==> config.mk <==
export PLATFORM = sky130hd
export DESIGN_NAME = ctrl_chord_event_filter_core
export DESIGN_NICKNAME = d
export VERILOG_FILES = /design/src/rtl/ccef_pkg.sv /design/src/rtl/ccef_ram.sv /design/src/rtl/ccef_ctrl.sv /design/src/rtl/ccef_dpath.sv /design/src/rtl/ctrl_chord_event_filter_core.sv
export SDC_FILE = /design/constraint.sdc
export NUM_CORES = 1
export LEC_CHECK = 0
export ABC_CLOCK_PERIOD_IN_PS = 11200
export BUFFER_PORTS_ARGS = -buffer_cell sky130_fd_sc_hd__buf_4
export CAP_MARGIN = 20
export CORE_ASPECT_RATIO = 0.5
export CORE_MARGIN = 1.5
export CORE_UTILIZATION = 62
export DETAILED_ROUTE_END_ITERATION = 8
export GPL_TIMING_DRIVEN = 1
export PLACE_DENSITY_LB_ADDON = 0.15
export SKIP_LAST_GASP = 1
export SYNTH_ARGS = -nofsm -noshare
export SYNTH_HDL_FRONTEND = slang
export SYNTH_SLANG_ARGS = --single-unit
==> constraint.sdc <==
create_clock -name clk -period 11.2 [get_ports clk]
set_input_delay 0.56 -clock clk [delete_from_list [all_inputs] [get_ports clk]]
set_output_delay 0.56 -clock clk [all_outputs]
set_load 0.1 [all_outputs]
==> src/rtl/ccef_pkg.sv <==
// ============================================================================
// ccef_pkg - shared types and constants for the control-chord event filter
// Field widths, register indexes, key value codes and the command and status
// words that pass between the controller and the datapath.
// ============================================================================
package ccef_pkg;

    // Field widths
    localparam int TYPE_W     = 5;
    localparam int CODE_W     = 10;
    localparam int VALUE_W    = 32;
    localparam int ENTRY_W    = TYPE_W + CODE_W + VALUE_W;
    localparam int HELD_W     = 8;
    localparam int CFG_IDX_W  = 2;
    localparam int CFG_DATA_W = 10;

    // Default buffer depth
    localparam int CCEF_DEPTH_DEF = 16;

    // Configuration register indexes
    typedef enum logic [CFG_IDX_W-1:0] {
        CFG_KEY_TYPE   = 2'd0,
        CFG_LEFT_CTRL  = 2'd1,
        CFG_RIGHT_CTRL = 2'd2,
        CFG_C_KEY      = 2'd3
    } ccef_cfg_idx_t;

    // Configuration reset values
    localparam logic [TYPE_W-1:0] KEY_TYPE_RST   = TYPE_W'(1);
    localparam logic [CODE_W-1:0] LEFT_CTRL_RST  = CODE_W'(29);
    localparam logic [CODE_W-1:0] RIGHT_CTRL_RST = CODE_W'(97);
    localparam logic [CODE_W-1:0] C_KEY_RST      = CODE_W'(46);

    // Key event values
    localparam logic [VALUE_W-1:0] KEY_RELEASE = VALUE_W'(0);
    localparam logic [VALUE_W-1:0] KEY_PRESS   = VALUE_W'(1);
    localparam logic [VALUE_W-1:0] KEY_REPEAT  = VALUE_W'(2);

    // Controller to datapath
    typedef struct packed {
        logic capture;      // latch the accepted word
        logic decide;       // classify the word, buffer it, update run state
        logic rd_first;     // fetch the first pending entry
        logic drain_load;   // move fetched entry to the output, fetch next
        logic emit_load;    // move the held word to the output
    } ccef_ctl_t;

    // Datapath to controller
    typedef struct packed {
        logic drain;        // decision: buffered run is released
        logic pass;         // decision: word passes straight through
        logic pass_q;       // pass decision, held for the rest of the item
        logic out_free;     // output register can take a word
        logic drain_end;    // fetched entry is the last of the run
    } ccef_sts_t;

endpackage

==> src/rtl/ccef_ram.sv <==
// ============================================================================
// ccef_ram - generic single-write, single-read RAM
// One write port, one read port with registered read data.
// ============================================================================
module ccef_ram #(
    parameter int WIDTH = 8,
    parameter int DEPTH = 16,
    parameter int AW    = (DEPTH > 1) ? $clog2(DEPTH) : 1
) (
    input  logic             clk,
    input  logic             we,
    input  logic [AW-1:0]    waddr,
    input  logic [WIDTH-1:0] wdata,
    input  logic             re,
    input  logic [AW-1:0]    raddr,
    output logic [WIDTH-1:0] rdata
);

    logic [WIDTH-1:0] mem_reg [DEPTH];
    logic [WIDTH-1:0] rdata_reg;

    // Write port
    always_ff @(posedge clk)
    begin
        if (we)
        begin
            mem_reg[waddr] <= wdata;
        end
    end

    // Registered read port
    always_ff @(posedge clk)
    begin
        if (re)
        begin
            rdata_reg <= mem_reg[raddr];
        end
    end

    assign rdata = rdata_reg;

endmodule

==> src/rtl/ccef_ctrl.sv <==
// ============================================================================
// ccef_ctrl - sequencing controller for the control-chord event filter
// Takes one word at a time, has the datapath classify it, then drains the
// pending run and/or emits the word itself.
// ============================================================================
module ccef_ctrl (
    input  logic              clk,
    input  logic              rst_n,
    input  logic              in_valid,
    output logic              in_ready,
    input  ccef_pkg::ccef_sts_t sts,
    output ccef_pkg::ccef_ctl_t ctl
);
    import ccef_pkg::*;

    typedef enum logic [4:0] {
        ST_IDLE   = 5'b00001,
        ST_DECIDE = 5'b00010,
        ST_PREP   = 5'b00100,
        ST_DRAIN  = 5'b01000,
        ST_EMIT   = 5'b10000
    } state_t;

    state_t state_reg;
    state_t state_next;

    assign in_ready = (state_reg == ST_IDLE);

    // Next state and commands
    always_comb
    begin
        state_next = state_reg;
        ctl        = '0;
        unique case (state_reg)
            ST_IDLE:
            begin
                if (in_valid)
                begin
                    ctl.capture = 1'b1;
                    state_next  = ST_DECIDE;
                end
            end
            ST_DECIDE:
            begin
                ctl.decide = 1'b1;
                if (sts.drain)
                begin
                    state_next = ST_PREP;
                end
                else if (sts.pass)
                begin
                    state_next = ST_EMIT;
                end
                else
                begin
                    state_next = ST_IDLE;
                end
            end
            ST_PREP:
            begin
                ctl.rd_first = 1'b1;
                state_next   = ST_DRAIN;
            end
            ST_DRAIN:
            begin
                if (sts.out_free)
                begin
                    ctl.drain_load = 1'b1;
                    if (sts.drain_end)
                    begin
                        state_next = sts.pass_q ? ST_EMIT : ST_IDLE;
                    end
                end
            end
            ST_EMIT:
            begin
                if (sts.out_free)
                begin
                    ctl.emit_load = 1'b1;
                    state_next    = ST_IDLE;
                end
            end
            default:
            begin
                state_next = ST_IDLE;
            end
        endcase
    end

    // State register
    always_ff @(posedge clk or negedge rst_n)
    begin
        if (!rst_n)
        begin
            state_reg <= ST_IDLE;
        end
        else
        begin
            state_reg <= state_next;
        end
    end

endmodule

==> src/rtl/ccef_dpath.sv <==
// ============================================================================
// ccef_dpath - datapath of the control-chord event filter
// Configuration registers, latched input word, held-key count, pending RAM
// with its fill count, run flags and the output register.
// ============================================================================
module ccef_dpath #(
    parameter int DEPTH = ccef_pkg::CCEF_DEPTH_DEF
) (
    input  logic                                clk,
    input  logic                                rst_n,
    // configuration
    input  logic                                cfg_valid,
    input  logic [ccef_pkg::CFG_IDX_W-1:0]      cfg_index,
    input  logic [ccef_pkg::CFG_DATA_W-1:0]     cfg_data,
    // input word
    input  logic                                cmd,
    input  logic [ccef_pkg::TYPE_W-1:0]         ev_type,
    input  logic [ccef_pkg::CODE_W-1:0]         ev_code,
    input  logic signed [ccef_pkg::VALUE_W-1:0] ev_value,
    // output word
    output logic                                out_valid,
    input  logic                                out_ready,
    output logic [ccef_pkg::TYPE_W-1:0]         out_type,
    output logic [ccef_pkg::CODE_W-1:0]         out_code,
    output logic signed [ccef_pkg::VALUE_W-1:0] out_value,
    output logic                                last_of_run,
    output logic                                lost_some,
    // controller
    input  ccef_pkg::ccef_ctl_t                 ctl,
    output ccef_pkg::ccef_sts_t                 sts
);
    import ccef_pkg::*;

    localparam int AW = (DEPTH > 1) ? $clog2(DEPTH) : 1;
    localparam int CW = $clog2(DEPTH + 1);
    localparam logic [CW-1:0] FULL_CNT = CW'(DEPTH);

    // Configuration registers
    logic [TYPE_W-1:0]  key_type_reg;
    logic [CODE_W-1:0]  left_ctrl_reg;
    logic [CODE_W-1:0]  right_ctrl_reg;
    logic [CODE_W-1:0]  c_key_reg;

    // Latched word
    logic               item_cmd_reg;
    logic [TYPE_W-1:0]  item_type_reg;
    logic [CODE_W-1:0]  item_code_reg;
    logic [VALUE_W-1:0] item_value_reg;

    // Run state
    logic [HELD_W-1:0]  held_reg;
    logic [CW-1:0]      count_reg;
    logic [CW-1:0]      idx_reg;
    logic               saw_reg;
    logic               ovf_reg;
    logic               pass_reg;

    // Output register
    logic               out_valid_reg;
    logic [TYPE_W-1:0]  out_type_reg;
    logic [CODE_W-1:0]  out_code_reg;
    logic [VALUE_W-1:0] out_value_reg;
    logic               out_last_reg;
    logic               out_lost_reg;

    // Decision terms
    logic               is_key;
    logic               is_ctrl;
    logic               val_press;
    logic               val_repeat;
    logic               val_release;
    logic [HELD_W-1:0]  held_inc;
    logic [HELD_W-1:0]  held_fin;
    logic [HELD_W-1:0]  held_upd;
    logic               push;
    logic               settle;
    logic               pass;
    logic               chord_set;
    logic               room;
    logic [CW-1:0]      count_push;
    logic               drain;
    logic               drop_now;
    logic [CW-1:0]      idx_inc;
    logic               drain_end;
    logic               out_free;

    // RAM ports
    logic               ram_we;
    logic               ram_re;
    logic [AW-1:0]      ram_raddr;
    logic [ENTRY_W-1:0] ram_rdata;

    // Configuration writes
    always_ff @(posedge clk or negedge rst_n)
    begin
        if (!rst_n)
        begin
            key_type_reg   <= KEY_TYPE_RST;
            left_ctrl_reg  <= LEFT_CTRL_RST;
            right_ctrl_reg <= RIGHT_CTRL_RST;
            c_key_reg      <= C_KEY_RST;
        end
        else if (cfg_valid)
        begin
            unique case (ccef_cfg_idx_t'(cfg_index))
                CFG_KEY_TYPE:   key_type_reg   <= cfg_data[TYPE_W-1:0];
                CFG_LEFT_CTRL:  left_ctrl_reg  <= cfg_data[CODE_W-1:0];
                CFG_RIGHT_CTRL: right_ctrl_reg <= cfg_data[CODE_W-1:0];
                CFG_C_KEY:      c_key_reg      <= cfg_data[CODE_W-1:0];
                default:        key_type_reg   <= key_type_reg;
            endcase
        end
    end

    // Word latch
    always_ff @(posedge clk)
    begin
        if (ctl.capture)
        begin
            item_cmd_reg   <= cmd;
            item_type_reg  <= ev_type;
            item_code_reg  <= ev_code;
            item_value_reg <= ev_value;
        end
    end

    // Key classification
    assign is_key      = (item_type_reg == key_type_reg);
    assign is_ctrl     = is_key && ((item_code_reg == left_ctrl_reg) ||
                                    (item_code_reg == right_ctrl_reg));
    assign val_press   = (item_value_reg == KEY_PRESS);
    assign val_repeat  = (item_value_reg == KEY_REPEAT);
    assign val_release = (item_value_reg == KEY_RELEASE);

    // Held count: saturating press, release never below zero
    assign held_inc = (val_press && (held_reg != '1)) ? held_reg + HELD_W'(1) : held_reg;
    assign held_fin = (val_release && (held_inc != '0)) ? held_inc - HELD_W'(1) : held_inc;

    // What the word does
    always_comb
    begin
        push      = 1'b0;
        settle    = 1'b0;
        pass      = 1'b0;
        chord_set = 1'b0;
        held_upd  = held_reg;
        if (item_cmd_reg)
        begin
            settle = (held_reg == '0);
        end
        else if (is_ctrl)
        begin
            push     = 1'b1;
            held_upd = held_fin;
            settle   = val_release && (held_fin == '0);
        end
        else if (held_reg != '0)
        begin
            push      = 1'b1;
            chord_set = is_key && (item_code_reg == c_key_reg) && (val_press || val_repeat);
        end
        else
        begin
            pass   = 1'b1;
            settle = (count_reg != '0) || ovf_reg;
        end
    end

    assign room       = (count_reg < FULL_CNT);
    assign count_push = (push && room) ? count_reg + CW'(1) : count_reg;
    assign drain      = settle && !saw_reg && (count_push != '0);
    assign drop_now   = settle && !drain;

    assign idx_inc    = idx_reg + CW'(1);
    assign drain_end  = (idx_inc == count_reg);
    assign out_free   = !out_valid_reg || out_ready;

    // Run state update
    always_ff @(posedge clk or negedge rst_n)
    begin
        if (!rst_n)
        begin
            held_reg  <= '0;
            count_reg <= '0;
            saw_reg   <= 1'b0;
            ovf_reg   <= 1'b0;
            pass_reg  <= 1'b0;
        end
        else if (ctl.decide)
        begin
            held_reg <= held_upd;
            pass_reg <= pass;
            if (drop_now)
            begin
                count_reg <= '0;
                saw_reg   <= 1'b0;
                ovf_reg   <= 1'b0;
            end
            else
            begin
                count_reg <= count_push;
                saw_reg   <= saw_reg | chord_set;
                ovf_reg   <= ovf_reg | (push && !room);
            end
        end
        else if (ctl.drain_load && drain_end)
        begin
            count_reg <= '0;
            saw_reg   <= 1'b0;
            ovf_reg   <= 1'b0;
        end
    end

    // Drain index: entry currently in the RAM read register
    always_ff @(posedge clk or negedge rst_n)
    begin
        if (!rst_n)
        begin
            idx_reg <= '0;
        end
        else if (ctl.rd_first)
        begin
            idx_reg <= '0;
        end
        else if (ctl.drain_load)
        begin
            idx_reg <= idx_inc;
        end
    end

    // Pending store
    assign ram_we    = ctl.decide && push && room;
    assign ram_re    = ctl.rd_first || ctl.drain_load;
    assign ram_raddr = ctl.rd_first ? '0 : idx_inc[AW-1:0];

    ccef_ram #(
        .WIDTH (ENTRY_W),
        .DEPTH (DEPTH),
        .AW    (AW)
    ) u_pending (
        .clk   (clk),
        .we    (ram_we),
        .waddr (count_reg[AW-1:0]),
        .wdata ({item_type_reg, item_code_reg, item_value_reg}),
        .re    (ram_re),
        .raddr (ram_raddr),
        .rdata (ram_rdata)
    );

    // Output valid
    always_ff @(posedge clk or negedge rst_n)
    begin
        if (!rst_n)
        begin
            out_valid_reg <= 1'b0;
        end
        else if (ctl.drain_load || ctl.emit_load)
        begin
            out_valid_reg <= 1'b1;
        end
        else if (out_ready)
        begin
            out_valid_reg <= 1'b0;
        end
    end

    // Output payload
    always_ff @(posedge clk)
    begin
        if (ctl.drain_load)
        begin
            out_type_reg  <= ram_rdata[ENTRY_W-1 -: TYPE_W];
            out_code_reg  <= ram_rdata[VALUE_W +: CODE_W];
            out_value_reg <= ram_rdata[VALUE_W-1:0];
            out_last_reg  <= drain_end && !pass_reg;
            out_lost_reg  <= ovf_reg;
        end
        else if (ctl.emit_load)
        begin
            out_type_reg  <= item_type_reg;
            out_code_reg  <= item_code_reg;
            out_value_reg <= item_value_reg;
            out_last_reg  <= 1'b1;
            out_lost_reg  <= 1'b0;
        end
    end

    assign out_valid   = out_valid_reg;
    assign out_type    = out_type_reg;
    assign out_code    = out_code_reg;
    assign out_value   = signed'(out_value_reg);
    assign last_of_run = out_last_reg;
    assign lost_some   = out_lost_reg;

    assign sts.drain     = drain;
    assign sts.pass      = pass;
    assign sts.pass_q    = pass_reg;
    assign sts.out_free  = out_free;
    assign sts.drain_end = drain_end;

    // Checks
    a_count_bound: assert property (@(posedge clk) disable iff (!rst_n)
        count_reg <= FULL_CNT)
        else $error("pending count beyond buffer depth");

    a_no_overwrite: assert property (@(posedge clk) disable iff (!rst_n)
        (out_valid_reg && !out_ready) |-> !(ctl.drain_load || ctl.emit_load))
        else $error("waiting output word overwritten");

    a_no_chord_release: assert property (@(posedge clk) disable iff (!rst_n)
        ctl.drain_load |-> !saw_reg)
        else $error("run released although chord was seen");

    a_fetch_nonempty: assert property (@(posedge clk) disable iff (!rst_n)
        ctl.rd_first |-> (count_reg != '0))
        else $error("drain started on an empty buffer");

endmodule

==> src/rtl/ctrl_chord_event_filter_core.sv <==
// ============================================================================
// ctrl_chord_event_filter_core - control-chord event filter, top level
// Buffers events around control-key holds and releases or drops the run.
// ============================================================================
// Path: a straight-through word with nothing pending goes via the word latch,
//   the decide and the emit state to the output; a released run is fetched from
//   the RAM, then drains one word a cycle while the output is free. A new word is
//   taken only once the last is through; the output handshake paces the drain.
// Reset: rst_n clears control state and restores register defaults at once;
//   the pending RAM is not cleared and only entries below its fill count go out.
module ctrl_chord_event_filter_core #(
    parameter int DEPTH = ccef_pkg::CCEF_DEPTH_DEF
) (
    input  logic                                clk,
    input  logic                                rst_n,
    // configuration write channel
    input  logic                                cfg_valid,
    output logic                                cfg_ready,
    input  logic [ccef_pkg::CFG_IDX_W-1:0]      cfg_index,
    input  logic [ccef_pkg::CFG_DATA_W-1:0]     cfg_data,
    // input channel
    input  logic                                in_valid,
    output logic                                in_ready,
    input  logic                                cmd,
    input  logic [ccef_pkg::TYPE_W-1:0]         ev_type,
    input  logic [ccef_pkg::CODE_W-1:0]         ev_code,
    input  logic signed [ccef_pkg::VALUE_W-1:0] ev_value,
    // output channel
    output logic                                out_valid,
    input  logic                                out_ready,
    output logic [ccef_pkg::TYPE_W-1:0]         out_type,
    output logic [ccef_pkg::CODE_W-1:0]         out_code,
    output logic signed [ccef_pkg::VALUE_W-1:0] out_value,
    output logic                                last_of_run,
    output logic                                lost_some
);
    import ccef_pkg::*;

    ccef_ctl_t ctl;
    ccef_sts_t sts;

    // Registers are always writable
    assign cfg_ready = 1'b1;

    ccef_ctrl u_ctrl (
        .clk      (clk),
        .rst_n    (rst_n),
        .in_valid (in_valid),
        .in_ready (in_ready),
        .sts      (sts),
        .ctl      (ctl)
    );

    ccef_dpath #(
        .DEPTH (DEPTH)
    ) u_dpath (
        .clk         (clk),
        .rst_n       (rst_n),
        .cfg_valid   (cfg_valid),
        .cfg_index   (cfg_index),
        .cfg_data    (cfg_data),
        .cmd         (cmd),
        .ev_type     (ev_type),
        .ev_code     (ev_code),
        .ev_value    (ev_value),
        .out_valid   (out_valid),
        .out_ready   (out_ready),
        .out_type    (out_type),
        .out_code    (out_code),
        .out_value   (out_value),
        .last_of_run (last_of_run),
        .lost_some   (lost_some),
        .ctl         (ctl),
        .sts         (sts)
    );

endmodule

==> results of run 1 <==
## layout by cell type (no fill, tap or decap), drive strengths merged, types with 5 or more instances in the layout
cell type / count
a211oi: 43
a21oi: 262
a221oi: 49
a22oi: 12
and2: 6
and3: 6
buf: 154
bufinv: 8
clkbuf: 102
clkinv: 33
dfrtp: 49
dfstp: 13
edfxtp: 896
ha: 8
inv: 15
mux2: 179
mux2i: 110
nand2: 299
nand2b: 7
nand3: 27
nand3b: 6
nand4: 14
nor2: 77
nor2b: 6
nor3: 9
nor4: 13
o211ai: 35
o21ai: 98
o221ai: 12
o22ai: 35
o31ai: 35
or2: 5
xnor2: 47
xor2: 14
## Yosys cell counts, drive strengths merged, types with 8 or more instances
cell type	n	area (sq um)
edfxtp	896	26900
nand2	299	1120
a21oi	262	1320
mux2	179	2020
clkbuf	135	507
mux2i	110	1100
o21ai	98	490
nor2	77	289
a221oi	49	429
dfrtp	49	1230
xnor2	47	412
a211oi	43	323
o211ai	35	277
o22ai	35	219
o31ai	35	263
buf	28	116
nand3	27	140
nand4	14	109
xor2	14	123
dfstp	13	342
nor4	13	130
a22oi	12	90.1
inv	12	45.0
o221ai	12	105
nor3	9	50.1
ha	8	100
## worst reg2reg max path, delay by kind of cell (launching register included)
family                   cells  cell delay [ns]
AND/OR/NAND/NOR              6             2.43
AO/OA/AOI/OAI                4             1.27
flip-flops                   1             0.65
multiplexers                 1             0.39
adder cells (fa/ha/maj)      1             0.27
buffers and inverters        1             0.08
## final timing paths
check | end | slack [ns]
min in group clk | u_dpath.item_value_reg[14] | 0.10
max in group asynchronous | u_dpath.idx_reg[0] | 10.50
worst max register to register | u_dpath.count_reg[1] | 5.99
worst max-delay path | u_dpath.count_reg[1] | 5.99
worst min register to register | u_dpath.out_value[28] | 0.51
worst min-delay path | u_dpath.c_key_reg[4] | 0.05
## power by group through the flow
stage | Combinational (mW) | Sequential [mW] | Clock [mW]
2_1_floorplan | 0.183 | 4.36 | 0
3_3_place_gp | 0.326 | 4.40 | 0
3_5_place_dp | 0.327 | 4.41 | 0
4_1_cts | 0.329 | 4.34 | 2.85
5_1_grt | 0.350 | 4.36 | 2.99
6_report | 0.326 | 4.34 | 2.83
## cell families after synthesis
kind of cell               Yosys count  share of synthesized area (%)
muxes                              289                           8.05
xor gates and xnor gates            61                           1.38
buffers and inverters              175                           1.72
adders and majority gates            8                          0.258
other                                1                        0.00967
and+or+nand+nor                    486                           5.61
AOI/OAI and AO/OA                  602                           9.54
DFF                                958                           73.4
## metal layers
layer	vias to the layer above	share of wire, %	GRT usage (%)
met5	-	0	0
met4	0	2.2	7.56
li1	10100	-	-
met3	153	9.9	4.76
met2	1311	47	46.6
met1	11600	41	45.2
## layout make-up
class                           count  area share, %
Multi-Input combinational cell   1447           22.8
Timing Repair Buffer              155           2.75
Tap cell                          825           2.39
Clock inverter                     47           1.03
Inverter                           12          0.104
Sequential cell                   958           65.9
Clock buffer                      101           5.06
==> flow_metrics.tcl, run 1 <==
set metrics [dict create \
    outcome "finished with violations" \
    reg2reg_depth 13 \
    cts.clk_slew.worst_paths_ns 0.07 \
    setup_repair_bufs_after_cts 0 \
    slew_violations 0 \
    cts.hold.buffers_added 0 \
    worst_hold_check_slack_ns 0.0549 \
    path_delay_family "simple AND/OR/NAND/NOR gates" \
    grt_pass1_vias 22800 \
    rsz0062_at_grt "no" \
    finalWorstPathRequiredPeriod_ns 5.21 \
    pwr-share-clk_pct 37.8 \
    fp.coreArea_sq_um 61500 \
    edff_count_synth 896 \
    total_of_warnings_raised_by_yosys 0 \
    leakagePower_nw 14.5 \
    grt_first_pass_wirelength_um 142000 \
    timing.rr.start "u_dpath.item_value_reg[21]" \
    tightestPinTransition_ns 1.10 \
    period_share_pct 46.5 \
    clock_tree.buffer_depth 3 \
    cts_htree_levels 3 \
    total_routed_wirelength_um 96100 \
    peakVddDrop_mv 0.147 \
    vias_per_inst 6.52 \
    timing.critical_path.from_type "register" \
    numPortBuffers 115 \
    wl_per_cell_um 27.1 \
    synth.net_count 2653 \
    worstPathCellList "nor4_1, nand3_2, nor3_1, nor2_1, a21oi_1, ha_1, inv_1, or3b_2, nor2_1, mux2_2, o41ai_4, a21oi_2, a211o_1" \
    diodes 0 \
    detailedPlace.worstSlack_ns 5.88 \
    clock-sinks 958 \
    route.antenna.remaining_nets 0 \
    setup-violations-final 0 \
    seq_area_sq_um 28500 \
    initial_core_utilization_pct 63.0 \
    power_switching_share_pct 22.3 \
    die_y_um 180 \
    cp.arrival_ns 5.72 \
    holdCritPathClass "in -> async" \
    yosysSeqAreaShare_pct 73.4 \
    grt_max_degree 168 \
    cp_data_required_time_ns 11.71 \
    placed_cells 3396 \
    number_of_gates_resized_after_cts 0 \
    tritoncts "yes" \
    fin_area_sq_um 43200 \
    postSynthRegisterBits 958 \
    gpl.final_weighted_congestion 0.852 \
    critical-path-top-cell-by-count "sky130_fd_sc_hd__nor2_1" \
    cp_slowest_stage_delay_ns 0.68 \
    leading_register_cell_type_out_of_synthesis "sky130_fd_sc_hd__edfxtp_1" \
    power.net_switching_mw 1.67 \
    areaGrowthSynthToFinish_pct 11.4 \
    final_core_utilization_pct 70.3 \
    place.detailed.hpwl_um 48300 \
    num_vias 23100 \
    antenna_found_initial 2 \
    die_w_um 357 \
    post_synth.cell_area_avg_sq_um 15.0 \
    drive_above_1_share_pct 19.0 \
    std_cell_rows 64 \
    critical_path.slowest_cell "sky130_fd_sc_hd__nor4_1" \
    num-nets-final 2727 \
    cts.root.buffer_cell "sky130_fd_sc_hd__clkbuf_16" \
    finalPower_mw 7.50 \
    multiInputGateArea_sq_um 9840 \
    grt_usage_pct 30.1 \
    violations "design-rule violations" \
    critPathBufInv 1 \
    die_area_sq_um 64100 \
    synth_async_sr_flop_share_pct 6.47 \
    first_iter_violations 3143 \
    finalHoldViolCount 0 \
    synthDistinctLibCells 64 \
    finalClockSkew_ns 0.0178 \
    max_clock_freq_mhz 192 \
    criticalPathCategory "reg -> reg" \
    tns_ns 0 \
    syn-cell-area_sq_um 38800 \
    layout_cells_excl_fill 3545 \
    detail_route.drc_violations 6 \
    power.internal_mw 5.83 \
    timing.critical_path.fanout_max 18 \
    crit_path_end_kind "register" \
    worst_case_setup_margin_in_the_final_layout_ns 5.99 \
    power.density_nw_per_um2 173 \
    combPwrFrac_pct 4.3 \
    filler_cell_count 4079 \
    drt_first_pass_iters 8 \
    path_depth 13 \
    timing.max_slew.rel_slack_pct 26.5 \
    dpl_cell_area_sq_um 40600 \
    crit_path_start "u_dpath.item_value_reg[21]" \
    gr-total-overflow 0 \
    post_synth_inst_count 2580 \
    clk-insertion-delay-late_ns 0.64 \
    seq_power_share_pct 57.9 \
    cts_buffers 80 \
    pin_count 117 \
    max-cap-violations 0 \
    flip_flop_count_of_the_largest_register_after_layout 752 \
]
No activity file was read; power rests on OpenSTA's default activity.
==> run 2: changes to the inputs <==
- ABC_CLOCK_PERIOD_IN_PS: 11200 -> 4200
- CORE_UTILIZATION: 62 -> 56
- clock period: 11.2 -> 4.2 ns (I/O delays scaled with it)
==> run 2 against run 1 <==
Critical endpoint unchanged. Count of clock-buffer cells in the layout is 2 higher. Clock skew is 0.0085 ns higher. The flow now finishes without violations. Critical path type unchanged. Combinational power grew to 4.5 times the previous value. Largest cell class unchanged. Core utilization is 3.4 points lower.
==> flow_metrics.tcl, run 2 (synthesis results as in run 1) <==
set metrics [dict create \
    drive_above_1_share_pct 21.7 \
    worst_setup_path_endpoint "u_dpath.count_reg[1]" \
    numPortBuffers 115 \
    max-cap-violations 0 \
    leading_cell_types_in_the_layout_fill_and_taps_excluded "sky130_fd_sc_hd__edfxtp_1 (896), sky130_fd_sc_hd__nand2_1 (296), sky130_fd_sc_hd__a21oi_1 (261)" \
    cp_slowest_stage_delay_ns 0.48 \
    crit_path_start "u_dpath.held_reg[0]" \
    reg2reg_depth 15 \
    std_cell_rows 67 \
    grt_usage_pct 27.8 \
    max_clock_freq_mhz 253 \
    worstPathCellList "ha_1, nand3_1, o211ai_4, nor3_2, buf_4, xnor2_1, ha_1, inv_1, or3b_2, nor2_1, mux2_2, o41ai_4, buf_6, a211oi_1, a211o_1" \
    gpl.final_weighted_congestion 0.844 \
    wl_per_cell_um 26.0 \
    finalClockSkew_ns 0.0262 \
    period_share_pct 94.1 \
    detail_route.drc_violations 0 \
    crit-reg2reg-capture "u_dpath.count_reg[1]" \
    cts_buffers 82 \
    leakagePower_nw 15.4 \
    holdCritPathClass "in -> reg" \
    slew_violations 0 \
    cts.clk_slew.worst_paths_ns 0.07 \
    fp.coreArea_sq_um 67700 \
    cts_htree_levels 3 \
    final_common_cell "sky130_fd_sc_hd__edfxtp_1" \
    crit_path_end_kind "register" \
    vias_per_inst 6.20 \
    timing.rr.start "u_dpath.held_reg[0]" \
    multiInputGateArea_sq_um 9860 \
    timing.critical_path.fanout_max 10 \
    die_w_um 375 \
    die_area_sq_um 70900 \
    setup-violations-final 0 \
    cp_data_required_time_ns 4.74 \
    grt_pass1_vias 23200 \
    seq_area_sq_um 28500 \
    cp.arrival_ns 4.49 \
    timing.max_slew.rel_slack_pct 35.7 \
    clk-insertion-delay-late_ns 0.65 \
    num-nets-final 2905 \
    clock_tree.buffer_depth 3 \
    critical-path-top-cell-by-count "sky130_fd_sc_hd__ha_1" \
    grt_first_pass_wirelength_um 146000 \
    min_path_cells 3 \
    peakVddDrop_mv 0.292 \
    final_core_utilization_pct 66.8 \
    num_vias 23500 \
    finalHoldViolCount 0 \
    min_from "cfg_index[0]" \
    initial_core_utilization_pct 57.2 \
    worst_hold_check_slack_ns 0.0390 \
    gr-total-overflow 0 \
    tightestPinTransition_ns 0.965 \
    areaGrowthSynthToFinish_pct 16.8 \
    flip_flop_count_of_the_largest_register_after_layout 752 \
    rsz0062_at_grt "no" \
    critical_path.slowest_cell "sky130_fd_sc_hd__dfrtp_1" \
    drt_first_pass_iters 6 \
    finalWorstPathRequiredPeriod_ns 3.95 \
    place.detailed.hpwl_um 55800 \
    pin_count 117 \
    r2r_slack_ns 0.25 \
    diodes 0 \
    clock-sinks 958 \
    total_routed_wirelength_um 98600 \
    antenna_found_initial 1 \
    filler_cell_count 4702 \
    power.density_nw_per_um2 441 \
    outcome "complete, no violations" \
    criticalPathCategory "reg -> reg" \
    tritoncts "yes" \
    cts.root.buffer_cell "sky130_fd_sc_hd__clkbuf_16" \
    timing.critical_path.from_type "register" \
    grt_max_degree 161 \
    route.antenna.remaining_nets 0 \
    die_y_um 189 \
    first_iter_violations 2778 \
]
## run 2: cell count changes in the layout (fill, tap and decap cells not counted), sizes merged
cell,before,now
buf,154,270
inv,15,16
clkbuf,102,103
dlygate4sd3,0,61
clkinvlp,3,6
clkinv,33,32
bufinv,8,3
## run 2: where the power goes
group	total, mW	internal [mW]	switching, mW
clock	7.31	3.91	3.41
combinational	1.48	0.466	1.01
sequential	11.2	11.0	0.148
total	20.0	15.4	4.57
## run 2: cell type report
cell class / count / area share, %
flip-flops and latches: 958 / 62.9
well taps: 897 / 2.48
clock inverters: 45 / 0.730
inverters: 12 / 0.0995
repair buffers: 331 / 7.19
multi-input cells: 1447 / 21.8
clock buffers: 103 / 4.84
## run 2: per-layer routing
metal,vias to the layer above,track usage (%),part of all wire [%]
met5,-,0,0.0071
met4,2,6.77,2.1
met1,11900,41.1,44
li1,10500,-,-
met3,137,4.61,7.9
met2,999,43.7,46
## run 2: repair_timing
item,CTS,global route
hold buffers,61,0
endpoints found under the setup margin,0,8
hold endpoints to repair,134,0
gates resized for setup,0,6
setup buffers,0,7
## run 2: worst min path at each step
stage                         endpoint  slack, ns
3_5_place_dp          u_dpath.pass_reg       0.39
3_3_place_gp      u_dpath.c_key_reg[6]       0.38
4_1_cts        u_dpath.key_type_reg[2]      0.004
6_report       u_dpath.key_type_reg[2]       0.04
5_1_grt        u_dpath.key_type_reg[2]       0.03
2_1_floorplan      u_ctrl.state_reg[1]      -0.09
## run 2: per-stage QoR
stage	setup TNS [ns]	setup slack [ns]	power, mW	cell area [sq um]	instances
3_3_place_gp	0	0.0720	12.7	42100	3577
2_1_floorplan	-362.95	-0.602	12.1	38800	2580
4_1_cts	0	0.0657	20.0	45200	3786
5_1_grt	0	0.00402	20.5	45300	3793
3_5_place_dp	0	0.0800	12.8	42100	3577
6_report	0	0.249	20.0	45300	3793
## run 2: worst max-delay path, delay by kind of cell, from the launching register on
kind / cells / cell delay (ns)
AO/OA/AOI/OAI: 4 / 0.99
AND/OR/NAND/NOR: 4 / 0.85
adder cells (fa/ha/maj): 2 / 0.50
flip-flops: 1 / 0.48
buffers and inverters: 3 / 0.42
multiplexers: 1 / 0.38
XOR/XNOR: 1 / 0.22
